[src/design/mnie_pkg.sv]
// Shared types and constants for the incident edge min/max block.
// Used by mnie_wrap, mnie_sqacc and the top level in this folder; depends on nothing.
package mnie_pkg;

    localparam int ID_W   = 10;
    localparam int CRD_W  = 16;
    localparam int SQ_W   = 34;
    localparam int KIND_W = 2;
    localparam int NPE_W  = 3;
    localparam int DIM_W  = 2;
    localparam int CFG_W  = 3;
    localparam int CFG_AW = 1;

    localparam int S_TDATA_W = 88;
    localparam int M_TDATA_W = 72;

    localparam logic [SQ_W-1:0] SQ_MAX = '1;

    localparam logic [KIND_W-1:0] KIND_POS   = 2'd0;
    localparam logic [KIND_W-1:0] KIND_ELEM  = 2'd1;
    localparam logic [KIND_W-1:0] KIND_READ  = 2'd2;
    localparam logic [KIND_W-1:0] KIND_CLEAR = 2'd3;

    localparam logic [CFG_AW-1:0] CFG_NPE  = 1'b0;
    localparam logic [CFG_AW-1:0] CFG_DIMS = 1'b1;

    typedef struct packed {
        logic clr;
        logic mul;
        logic acc;
    } t_sq_ctl;

endpackage

[src/design/mnie_wrap.sv]
// Two-stage node id wrap: id modulo NODE_COUNT by reciprocal multiply and one correction.
// Depends on mnie_pkg.
module mnie_wrap #(
    parameter int NODE_COUNT = 1024
) (
    input  logic                          i_clk,
    input  logic [mnie_pkg::ID_W-1:0]     i_id,
    output logic [$clog2(NODE_COUNT)-1:0] o_idx
);
    import mnie_pkg::*;

    localparam int AW    = $clog2(NODE_COUNT);
    localparam int SPAN  = 1 << ID_W;
    localparam int RECIP = SPAN / NODE_COUNT;
    localparam int RW    = ID_W;
    localparam int NCW   = $clog2(NODE_COUNT) + 1;
    localparam int PW    = RW + NCW;

    logic [ID_W+RW-1:0] prod;
    logic [RW-1:0]      r_q;
    logic [ID_W-1:0]    r_id;
    logic [PW-1:0]      qn;
    logic [ID_W-1:0]    rem;
    logic [NCW-1:0]     remw;
    logic [ID_W-1:0]    r_rem;

    always_comb begin
        prod = (ID_W+RW)'(i_id) * (ID_W+RW)'(RECIP);
        qn   = PW'(r_q) * PW'(NODE_COUNT);
        rem  = r_id - ID_W'(qn);
        remw = NCW'(rem);
    end

    always_ff @(posedge i_clk) begin
        r_q  <= prod[ID_W +: RW];
        r_id <= i_id;
        if (remw >= NCW'(NODE_COUNT)) begin
            r_rem <= ID_W'(remw - NCW'(NODE_COUNT));
        end else begin
            r_rem <= rem;
        end
    end

    assign o_idx = AW'(r_rem);
endmodule

[config.mk]
export PLATFORM = sky130hd
export DESIGN_NAME = mnie_wrap
export DESIGN_NICKNAME = d
export VERILOG_FILES = /design/src/design/mnie_pkg.sv /design/src/design/mnie_wrap.sv
export SDC_FILE = /design/constraint.sdc
export NUM_CORES = 1
export LEC_CHECK = 0
export ABC_AREA = 0
export BUFFER_PORTS_ARGS = -buffer_cell sky130_fd_sc_hd__buf_2
export CAP_MARGIN = 20
export CORE_AREA = 2 2 39 41
export CTS_BUF_LIST = sky130_fd_sc_hd__clkbuf_8
export DETAILED_ROUTE_END_ITERATION = 7
export DIE_AREA = 0 0 41 43
export PLACE_DENSITY = 0.55
export SLEW_MARGIN = 5
export SYNTH_ARGS = -nofsm -noshare
export SYNTH_HDL_FRONTEND = slang
export SYNTH_SLANG_ARGS = --single-unit
[constraint.sdc]
create_clock -name i_clk -period 1.12 [get_ports i_clk]
set_input_delay 0.056 -clock i_clk [delete_from_list [all_inputs] [get_ports i_clk]]
set_output_delay 0.056 -clock i_clk [all_outputs]
set_load 0.03 [all_outputs]
==> impl_metrics.env <==
export IMPL_run_status="completed"
export IMPL_antenna_diode_count=0
export IMPL_pwr_cell_area_nw_per_um2=1930
export IMPL_clkSlewWorstSetupHoldPaths_ns=0.06
export IMPL_cts_root_buf="clkbuf_8"
export IMPL_fin_total_pwr_w=0.00128
export IMPL_post_synth_most_frequent_cells="20 x dfxtp_1"
export IMPL_area_growth_syn_to_layout_pct=65.3
export IMPL_insertion_delay_ns=0.24
export IMPL_via_count_of_the_routed_design=237
export IMPL_nMultiInputCombCells=0
export IMPL_number_of_placed_i_o_pins=21
export IMPL_hold_depth=0
export IMPL_final_antenna_net_count=0
export IMPL_hold_buffers=10
export IMPL_critical_path_startpoint_type="flop"
export IMPL_yosysWarnings=0
export IMPL_critPathLaunch="o_idx[4]"
export IMPL_cp_data_arrival_time_ns=0.74
export IMPL_end_of_flow_core_utilization_pct=47.8
export IMPL_clock_fmax_ghz=1.25
export IMPL_crit_chain="buf_2"
export IMPL_worst_r2r_endpoint="o_idx[1]"
export IMPL_synth_top_cell_by_area="dfxtp_1"
export IMPL_fp_row_count=14
export IMPL_fp_dieH_um=43
export IMPL_place_port_buffers=20
export IMPL_synth_cell_area_sq_um=400
export IMPL_finalWorstPathRequiredPeriod_ns=0.800
export IMPL_ys_flop_type="dfxtp_1"
export IMPL_max_cap_violations=0
export IMPL_grt_antenna_before_repair=0
export IMPL_worst_ir_drop_vdd_uv=813
export IMPL_synthArstFlopShare_pct=0
export IMPL_synth_enable_flop_cells=0
export IMPL_slew_headroom_pct=89.6
export IMPL_worstReg2RegStart="r_id[1]"
export IMPL_yosys_cell_count_top_type="dfxtp_1"
export IMPL_final_min_period_over_clock_period_pct=71.4
export IMPL_setup_violations_final=0
export IMPL_maxSlewViolCount=0
export IMPL_via_count_of_the_first_global_routing_pass=236
export IMPL_die_w_um=41
export IMPL_dpl_worst_slack_ns=0.582
export IMPL_initial_utilization_pct=28.9
export IMPL_nets_finish=66
export IMPL_global_route_wire_length_before_repair_um=897
export IMPL_max_stage_delay_ns=0.31
export IMPL_layout_setup_ws_ns=0.320
export IMPL_cts_path_max_buffers=2
export IMPL_synth_top_area_share_pct=100
export IMPL_postSynthCellCount=20
export IMPL_postSynthRegisterBits=20
export IMPL_synth_area_per_cell_sq_um=20.0
export IMPL_final_setup_tns_ns=0
export IMPL_placement_cell_area_sq_um=520
export IMPL_hold_path_startpoint="r_id[9]"
export IMPL_multiInputGateArea_sq_um=0
export IMPL_hold_path_end="o_idx[9]"
export IMPL_place_gp_congestion=0.584
export IMPL_drc_errors=0
export IMPL_path_class="reg -> out"
export IMPL_synth_fp_nets=31
export IMPL_cp_max_fo=1
export IMPL_htree_num_levels=1
export IMPL_dr_pass1_iters=2
export IMPL_final_std_cell_area_no_fill_sq_um=662
export IMPL_critPathTopFamily="flip-flops"
export IMPL_setup_reg_to_reg_worst_slack_ns=0.72
export IMPL_hold_violations_final=0
export IMPL_number_of_cts_inserted_buffers=3
export IMPL_total_die_area_sq_um=1760
export IMPL_vias_per_cell=3.43
export IMPL_tritoncts="built"
export IMPL_cts_post_setup_buffers_inserted=0
export IMPL_first_iter_violations=1
export IMPL_grt_max_degree=11
export IMPL_globalRouteTotalUtil_pct=7.50
export IMPL_core_region_area_sq_um=1380
export IMPL_cts_resized=0
export IMPL_final_layout_size_suffix_gt1_share_pct=43.4
export IMPL_crit_required_ns=1.06
export IMPL_ys_seq_area_share_pct=100
export IMPL_routed_len_inst_um=7.49
export IMPL_overflow_left_after_global_routing=0
export IMPL_clock_skew_final_ns=0.000235
export IMPL_critPathSlowestCell="dfxtp_1"
export IMPL_sink_count=20
export IMPL_critical_path_buf_inv_count=1
export IMPL_critical_path_endpoint_type="output pin"
export IMPL_timing_worst_slew_pin_value_ns=0.158
export IMPL_synth_cell_type_count=1
export IMPL_ys_top_cells_by_area="dfxtp_1 100%"
export IMPL_cellLeakagePower_nw=0.311
export IMPL_holdCritPathClass="reg -> reg"
export IMPL_wirelength_um=517
export IMPL_worst_reg_to_reg_cells=0
export IMPL_grt_setup_unrepaired="false"
metal layers:
| metal | vias to the layer above | global-route usage (%) | share of wire (%) |
|---|---|---|---|
| met5 | - | 0 | 0 |
| met2 | 11 | 11.6 | 53 |
| met4 | 0 | 2.00 | 0 |
| met1 | 100 | 9.27 | 39 |
| li1 | 126 | - | - |
| met3 | 0 | 3.14 | 8.3 |
final cells by class:
| cell class | count | area (sq um) |
|---|---|---|
| flip-flops and latches | 20 | 400 |
| repair buffers | 30 | 200 |
| clock buffers | 3 | 41.3 |
| fillers | 129 | 722 |
| well taps | 16 | 20.0 |
logic make-up (layout without fill, tap and decap cells):
logic type / count (synthesis) / after routing / synth area share [%]
flip-flops: 20 / 20 / 100
buffers and inverters: 0 / 33 / 0
registers in the layout (all words and copies together) (netlist names):
register  flops
o_idx        10
r_id         10
through the flow:
step | cells | hold WS, ns
after detailed placement | 56 | 0.160
after global placement | 56 | 0.159
after global routing | 69 | 0.337
after floorplan | 20 | 0.0837
final | 69 | 0.326
after CTS | 69 | 0.327
where the power goes:
group          leakage, nW  switching (W)  internal (W)
Sequential           0.169     0.00000682      0.000750
Clock               0.0216       0.000183      0.000238
Combinational        0.120      0.0000525     0.0000472
worst max-delay path by stage:
stage	to	cells after the start	slack, ns
finish	o_idx[4]	1	0.32
global route	o_idx[8]	1	0.29
CTS	o_idx[4]	1	0.31
detailed placement	o_idx[4]	1	0.58
global placement	o_idx[4]	1	0.59
floorplan	o_idx[0]	0	0.60
layout by cell type (no fill, tap or decap):
master and n:
clkbuf_8 3, dfxtp_1 20, dlygate4sd3_1 10, buf_2 20
No activity file was read; power rests on OpenSTA's default activity.
