[config.mk]
export PLATFORM = sky130hd
export DESIGN_NAME = mnie_ram
export DESIGN_NICKNAME = d
export VERILOG_FILES = /design/src/design/mnie_ram.sv
export SDC_FILE = /design/constraint.sdc
export NUM_CORES = 1
export LEC_CHECK = 0
export BUFFER_PORTS_ARGS = -buffer_cell sky130_fd_sc_hd__buf_2
export CAP_MARGIN = 20
export CORE_UTILIZATION = 40
export CTS_CLUSTER_DIAMETER = 30
export DETAILED_ROUTE_END_ITERATION = 10
export HOLD_SLACK_MARGIN = 0.03
export SLEW_MARGIN = 40
export SYNTH_ARGS = -nofsm -noshare
export SYNTH_HDL_FRONTEND = slang
export SYNTH_SLANG_ARGS = --single-unit
[constraint.sdc]
create_clock -name i_clk -period 3.6 [get_ports i_clk]
set_clock_uncertainty 0.1 [all_clocks]
set_input_delay 0.36 -clock i_clk [delete_from_list [all_inputs] [get_ports i_clk]]
set_output_delay 0.36 -clock i_clk [all_outputs]
set_load 0.01 [all_outputs]
[src/design/mnie_ram.sv]
// Generic simple dual-port RAM: one write port, one read port, registered read.
// No dependencies.
module mnie_ram #(
    parameter int WIDTH = 8,
    parameter int DEPTH = 16
) (
    input  logic                     i_clk,
    input  logic                     i_we,
    input  logic [$clog2(DEPTH)-1:0] i_waddr,
    input  logic [WIDTH-1:0]         i_wdata,
    input  logic [$clog2(DEPTH)-1:0] i_raddr,
    output logic [WIDTH-1:0]         o_rdata
);
    logic [WIDTH-1:0] r_mem [DEPTH];
    logic [WIDTH-1:0] r_rdata;

    always_ff @(posedge i_clk) begin
        if (i_we) begin
            r_mem[i_waddr] <= i_wdata;
        end
        r_rdata <= r_mem[i_raddr];
    end

    assign o_rdata = r_rdata;
endmodule

==> results of run 1 <==
==> worst paths after layout <==
| check | from | end | cells past startpoint | slack [ns] |
|---|---|---|---|---|
| hold reg to reg | r_mem[12][3]$_DFFE_PP_ | o_rdata[3]$_DFF_P_ | 3 | 0.56 |
| setup / recovery | i_raddr[0] | o_rdata[1]$_DFF_P_ | 5 | 1.85 |
| hold / removal | i_wdata[5] | r_mem[6][5]$_DFFE_PP_ | 1 | 0.23 |
| setup reg to reg | r_mem[2][0]$_DFFE_PP_ | o_rdata[0]$_DFF_P_ | 3 | 2.14 |
==> routing by layer <==
| metal | vias to the layer above | global-route usage, % |
|---|---|---|
| li1 | 1049 | - |
| met1 | 1181 | 20.1 |
| met2 | 59 | 24.7 |
| met3 | 14 | 4.60 |
| met4 | 0 | 6.75 |
| met5 | - | 0 |
==> power by group <==
group	internal, mW	switching (mW)
sequential	1.77	0.00850
clock	1.21	0.601
combinational	0.0646	0.0928
==> cell type report <==
cell class	instances	area (um^2)	share of cell area, %
timing repair buffer	29	155	2.55
clock inverter	9	146	2.40
sequential	136	4000	65.8
multi-input combinational	83	1090	17.9
clock buffer	23	478	7.85
tap	172	215	3.54
==> cells in the final DEF, fill, tap and decap left out <==
| cell type | n |
|---|---|
| edfxtp_1 | 128 |
| buf_2 | 25 |
| mux4_2 | 18 |
| clkbuf_16 | 17 |
| a22oi_1 | 16 |
| mux4_1 | 14 |
| nand2_1 | 9 |
| nor2_2 | 8 |
| dfxtp_1 | 8 |
| nor2_1 | 5 |
| bufinv_16 | 4 |
| buf_4 | 4 |
| nor3_1 | 3 |
| clkinv_2 | 3 |
| clkbuf_1 | 3 |
| clkbuf_8 | 3 |
| nand3b_1 | 2 |
| nand2b_1 | 2 |
| nor2b_1 | 1 |
| and2_1 | 1 |
| and2b_1 | 1 |
| nor3_4 | 1 |
| nand3_1 | 1 |
| or3b_2 | 1 |
| clkinvlp_4 | 1 |
| clkinv_1 | 1 |
==> per-stage QoR <==
step	util (%)	setup WS (ns)	instance area (um^2)	total power, mW
after floorplan	-	1.65	5150	1.91
after global placement	43.3	1.40	5440	1.97
after detailed placement	43.4	1.40	5460	1.97
after CTS	48.4	1.83	6080	3.77
after global routing	48.4	1.72	6090	3.85
final	48.4	1.85	6090	3.75
==> flip-flops by register name, summed over array words and instances (netlist names) <==
name	count
o_rdata	8
r_mem	128
==> worst max-delay path, stage by stage <==
cell     delay (ns)
buf_2          0.07
buf_4          0.48
mux4_1         0.66
a22oi_1        0.25
nand2_1        0.09
==> logic make-up after synthesis <==
logic type / synth area share [%]
AND/OR/NAND/NOR: 3.18
buffers and inverters: 1.68
flip-flops: 77.8
multiplexers: 15.0
AO/OA/AOI/OAI: 2.33
==> flow_summary.toml, run 1 <==
[status]
outcome = "complete, no violations"

[logic_synthesis]
yosysWarnings = 0
syn_inst = 229
avgSynthCellArea_um2 = 22.5
synth_top_area_share_pct = 74.7
synthMostInstantiatedCell = "edfxtp_1"
syn_area_um2 = 5150
synth-edff-count = 128
synth.area.top_cells = "edfxtp_1 75%, mux4_2 7.9%, mux4_1 7.1%"
yosysTopAreaCell = "edfxtp_1"
synthFlopType = "edfxtp_1"
synth_nets = 247
ys_ff_latch = 136
synthDistinctLibCells = 19
synth-seq-area-share_pct = 77.8
synth_common_cells = "128 x edfxtp_1, 18 x mux4_2, 16 x a22oi_1"
async_flop_share_pct = 0

[layout]
layout.nets = 285
area_delta_synth_final_pct = 18.3
final_cells = 452
diodes = 0
drive_above_1_share_pct = 30.4
num-fill-cells = 1027

[die]
initial_utilization_pct = 41.0
die_w_um = 115
pin_count = 26
fp-row-count = 41
die_height_um = 115
die-area_um2 = 13300
core_area_um2 = 12600

[drt]
wl_met3_um = 346
ant_nets = 0
dr_total_vias = 2303
wl_per_cell_um = 20.3
top_layer = "met4"
met1_length_um = 4140
drc = 0
wirelength_um = 9190
via_per_inst = 5.10
drtIter0Drc = 189
route.met2.wl_um = 4570
first_pass_iters = 4

[critical_path]
crit_type = "in2reg"
critPathArrivalTime_ns = 1.94
start_kind = "input port"
cp-end-kind = "flip-flop"
crit_fanout = 32
worstPathRequired_ns = 3.80

[place]
dpl.hpwl_um = 5680
globalplace.congestion = 0.667
placed_cells = 420
portBuffers = 25

[sta]
slew_headroom_pct = 47.2
tightest_slew_ns = 0.792
rsz0062_at_grt = "false"
fmax_mhz = 573
setup_viol = 0
hold_viol_final = 0
period_share_pct = 48.5
drv_slew = 0
finalCriticalPeriod_ns = 1.75
setup_tns_ns = 0
worst_hold_slack_ns = 0.232

[global_route]
track_usage_pct = 15.6
grt_pass1_vias = 2348
grt_max_degree = 33
overflow = 0
grt_pass1_wl_um = 14100
antenna_found_initial = 0

[cts]
clock-sinks = 136
ctsResizeCount = 0
clockRootBuffer = "clkbuf_16"
cts_buffers = 17
htree_levels = 4
cts_tree = "yes"
cts_buffer_depth = 2
cts.reportedPaths.clkPinSlew_ns = 0.06
ctsHoldBuffers = 0
post_cts_buffers = 0
insertion_delay_ns = 0.41

[run]
cap_violations = 0

[min_path]
holdCritPathClass = "in2reg"

[power_and_ir_drop]
leakagePower_nw = 2.02
p_per_area_nw_per_um2 = 615
ir_drop_mv = 0.333
Note: power is estimated with default switching activity, not from simulation.
==> run 2, diff against run 1 <==
- clock period: 3.6 -> 1.48 ns (I/O delays scaled with it)
==> flow_summary.toml, run 2 (same netlist as run 1, synthesis figures left out) <==
[layout]
fin_util_pct = 51.1
final_common_cell = "edfxtp_1"
drive_above_1_share_pct = 36.0
largest_reg_flops = 128
area_delta_synth_final_pct = 24.7
num-fill-cells = 999
mostFrequentLayoutCells = "128 x edfxtp_1, 33 x buf_4, 25 x buf_2, 18 x mux4_2, 17 x clkbuf_16"
diodes = 0
layout.nets = 323
final_area_um2 = 6420
top_register = "r_mem"
final_cells = 489

[drt]
first_pass_iters = 4
drtIter0Drc = 223
via_per_inst = 5.12
wirelength_um = 9830
ant_nets = 0
wl_per_cell_um = 20.1
dr_total_vias = 2504
drc = 0

[place]
dp_slack_ns = -0.261
portBuffers = 25
globalplace.congestion = 0.735
dpl.hpwl_um = 6560
placed_cells = 451
placed_area_um2 = 5690

[cts]
cts.reportedPaths.clkPinSlew_ns = 0.06
cts_buffers = 17
clock-sinks = 136
clockRootBuffer = "clkbuf_16"
htree_levels = 4
insertion_delay_ns = 0.42
cts_tree = "yes"
cts_buffer_depth = 2

[sta]
worst_hold_slack_ns = 0.0373
setup_slack_ns = 0.0491
period_share_pct = 96.7
slew_headroom_pct = 48.1
setup_tns_ns = 0
rsz0062_at_grt = "false"
tightest_slew_ns = 0.775
finalCriticalPeriod_ns = 1.43
hold_viol_final = 0
fmax_mhz = 699
drv_slew = 0
setup_viol = 0

[critical_path]
worst_path_max_delay_cell = "mux4_2"
cp-end-kind = "flip-flop"
critPathArrivalTime_ns = 1.63
max_stage_delay_ns = 0.48
reg2reg_slack_ns = 0.05
worstReg2RegStart = "r_mem[4][4]$_DFFE_PP_"
worstPathRequired_ns = 1.67
r2r_end = "o_rdata[4]$_DFF_P_"
cp_cell_sequence = "mux4_2 > a22oi_1 > nand2_1"
crit_fanout = 1
rr_worst_depth = 3
start_kind = "flip-flop"
crit_type = "reg2reg"

[global_route]
overflow = 0
grt_pass1_vias = 2534
antenna_found_initial = 0
grt_pass1_wl_um = 15200
grt_max_degree = 18
track_usage_pct = 17.0

[die]
die_w_um = 115
initial_utilization_pct = 41.0
die_height_um = 115
pin_count = 26
fp-row-count = 41
die-area_um2 = 13300
core_area_um2 = 12600

[run]
cap_violations = 0

[status]
outcome = "complete, no violations"

[power_and_ir_drop]
power_mw = 9.27
ir_drop_mv = 0.817
p_per_area_nw_per_um2 = 1440
leakagePower_nw = 2.21

[min_path]
hold_end = "r_mem[4][6]$_DFFE_PP_"
holdCritPathClass = "in2reg"
worstHoldStart = "i_wdata[6]"
holdPathStages = 1
==> run 2: final cells by class <==
cell class / instances / area, um^2 / share of cell area, %
Timing Repair Buffer: 67 / 483 / 7.53
Clock buffer: 18 / 429 / 6.69
Clock inverter: 13 / 204 / 3.18
Sequential cell: 136 / 4000 / 62.4
Multi-Input combinational cell: 83 / 1080 / 16.9
Tap cell: 172 / 215 / 3.35
==> run 2: critical path, delay by kind of cell (launching register included) <==
| kind | cells | cell delay (ns) |
|---|---|---|
| flops | 1 | 0.37 |
| mux | 1 | 0.48 |
| compound gates | 1 | 0.23 |
| simple gates | 1 | 0.12 |
==> run 2: worst max-delay path by stage <==
| stage | slack [ns] | cells past startpoint | end | start |
|---|---|---|---|---|
| floorplan | -0.03 | 2 | r_mem[3][0]$_DFFE_PP_ | i_waddr[2] |
| global placement | -0.23 | 6 | o_rdata[1]$_DFF_P_ | i_raddr[0] |
| detailed placement | -0.26 | 6 | o_rdata[3]$_DFF_P_ | i_raddr[0] |
| CTS | 0.01 | 3 | o_rdata[1]$_DFF_P_ | r_mem[0][1]$_DFFE_PP_ |
| global route | 0.002 | 3 | o_rdata[2]$_DFF_P_ | r_mem[1][2]$_DFFE_PP_ |
| finish | 0.05 | 3 | o_rdata[4]$_DFF_P_ | r_mem[4][4]$_DFFE_PP_ |
==> run 2: power by group <==
group / total (mW) / switching [mW] / internal, mW / leakage, nW
sequential: 4.33 / 0.0233 / 4.31 / 1.22
combinational: 0.453 / 0.243 / 0.210 / 0.692
clock: 4.48 / 1.52 / 2.96 / 0.298
==> run 2: what timing repair did <==
| item | CTS | global route |
|---|---|---|
| buffers inserted | 0 | 0 |
| gates resized for setup | 0 | 4 |
| hold buffers | 7 | 0 |
| endpoints found under the hold margin | 98 | 0 |
| endpoints found under the setup margin | 0 | 4 |
==> run 2: layer usage <==
metal | share of wire [%] | GRT usage, %
met2 | 49 | 25.7
met5 | 0 | 0
met3 | 4.8 | 5.07
met4 | 1.7 | 7.27
met1 | 45 | 22.9
==> run 3, diff against run 2 <==
- CORE_UTILIZATION: 40 -> 42
==> flow_summary.toml, run 3 (same netlist as run 1, synthesis figures left out) <==
[critical_path]
worst-path-buf-inv = 0
cp_cell_sequence = "mux4_1 > a22oi_2 > nand2_1"
cp-end-kind = "flip-flop"
critical_path.startpoint = "r_mem[2][2]$_DFFE_PP_"
critPathArrivalTime_ns = 1.62
worstPathRequired_ns = 1.67
critPathTopFamily = "multiplexers"
max_stage_delay_ns = 0.51
start_kind = "flip-flop"
crit_type = "reg2reg"
worst_path_max_delay_cell = "mux4_1"
worstReg2RegStart = "r_mem[2][2]$_DFFE_PP_"
crit_fanout = 1

[sta]
rsz0062_at_grt = "false"
drv_slew = 0
slew_headroom_pct = 48.7
setup_slack_ns = 0.0547
fmax_mhz = 702
finalCriticalPeriod_ns = 1.43
period_share_pct = 96.3
setup_tns_ns = 0
tightest_slew_ns = 0.768
hold_viol_final = 0
setup_viol = 0

[global_route]
antenna_found_initial = 0
grtUsageMet1_pct = 22.5
grt_pass1_wl_um = 14500
top_usage_layer = "met2"
grt_max_degree = 21
grt_pass1_vias = 2505
track_usage_pct = 16.6
use_met2_pct = 25.3
grtUsageMet3_pct = 5.78
overflow = 0

[cts]
clock-sinks = 136
clockRootBuffer = "clkbuf_16"
cts_buffers = 17
cts_tree = "yes"
htree_levels = 4
cts.reportedPaths.clkPinSlew_ns = 0.05
insertion_delay_ns = 0.41
cts_buffer_depth = 2
post_cts_buffers = 0

[drt]
via_per_inst = 5.33
ant_nets = 0
wl_per_cell_um = 20.7
first_pass_iters = 4
drtIter0Drc = 144
dr_total_vias = 2446
wirelength_um = 9510
drc = 0

[die]
initial_utilization_pct = 43.0
die-area_um2 = 12700
core_area_um2 = 12000
die_w_um = 113
die_height_um = 113
fp-row-count = 40
pin_count = 26

[min_path]
worstHoldStart = "i_wdata[6]"
holdCritPathClass = "in2reg"

[power_and_ir_drop]
p_per_area_nw_per_um2 = 1370
leakagePower_nw = 2.15
ir_drop_mv = 0.831

[layout]
final_common_cell = "edfxtp_1"
largest_reg_flops = 128
final_area_um2 = 6260
area_delta_synth_final_pct = 21.6
layout.nets = 317
num-fill-cells = 943
mostFrequentLayoutCells = "128 x edfxtp_1, 28 x buf_4, 25 x buf_2, 20 x mux4_2, 17 x clkbuf_16"
drive_above_1_share_pct = 34.0
final_cells = 459
top_register = "r_mem"
diodes = 0

[place]
placed_cells = 423
dp_slack_ns = -0.182
globalplace.congestion = 0.737
dpl.hpwl_um = 6290
portBuffers = 25
placed_area_um2 = 5670

[status]
outcome = "complete, no violations"

[run]
cap_violations = 0
[run 3: cell types whose count changed in the layout (fill, tap and decap cells not counted)]
cell           previous run  this run
clkinv_4                  1         0
mux4_2                   18        20
clkinv_2                  3         2
mux4_1                   14        12
buf_4                    33        28
clkinvlp_4                4         0
bufinv_16                 5         1
dlygate4sd3_1             7         4
clkbuf_8                  0         3
clkbuf_1                  1         9
buf_12                    2         4
[run 3: worst paths after layout]
| kind | end | slack [ns] | cells after the start |
|---|---|---|---|
| max | o_rdata[2]$_DFF_P_ | 0.05 | 3 |
| min | r_mem[6][6]$_DFFE_PP_ | 0.03 | 1 |
| max reg2reg | o_rdata[2]$_DFF_P_ | 0.05 | 3 |
| min reg2reg | o_rdata[2]$_DFF_P_ | 0.58 | 3 |
[run 3: metal layers]
metal  vias to the layer above  wire length (um)  share of wire (%)
met5                         -                 0                  0
met4                         0                49               0.52
met3                         7               417                4.4
met2                        58              4690                 49
met1                      1269              4350                 46
li1                       1112                 -                  -
[run 3: repair_timing]
action,CTS,global route
endpoints found under the setup margin,0,4
hold buffers,4,0
gates resized for setup,0,6
hold endpoints to repair,51,0
[run 3: cell type report]
cell class                 instances  area (um^2)  area share [%]
clock inverter                     3         40.0           0.640
clock buffer                      29          500            8.00
timing repair buffer              61          455            7.28
multi-input combinational         83         1070            17.2
sequential                       136         4000            64.0
tap                              147          184            2.94
[run 3: per-stage QoR]
step / power (mW) / util (%) / hold WS [ns]
CTS: 8.66 / 52.2 / 0.0309
floorplan: 4.64 / - / 0.147
global placement: 4.84 / 47.4 / 0.441
finish: 8.59 / 52.3 / 0.0317
global route: 8.89 / 52.3 / 0.0354
detailed placement: 4.85 / 47.4 / 0.447
[run 3: power by group]
group / total [mW] / leakage [nW] / switching (mW) / internal, mW
Combinational: 0.447 / 0.667 / 0.242 / 0.205
Clock: 3.81 / 0.264 / 1.37 / 2.44
Sequential: 4.34 / 1.22 / 0.0259 / 4.31
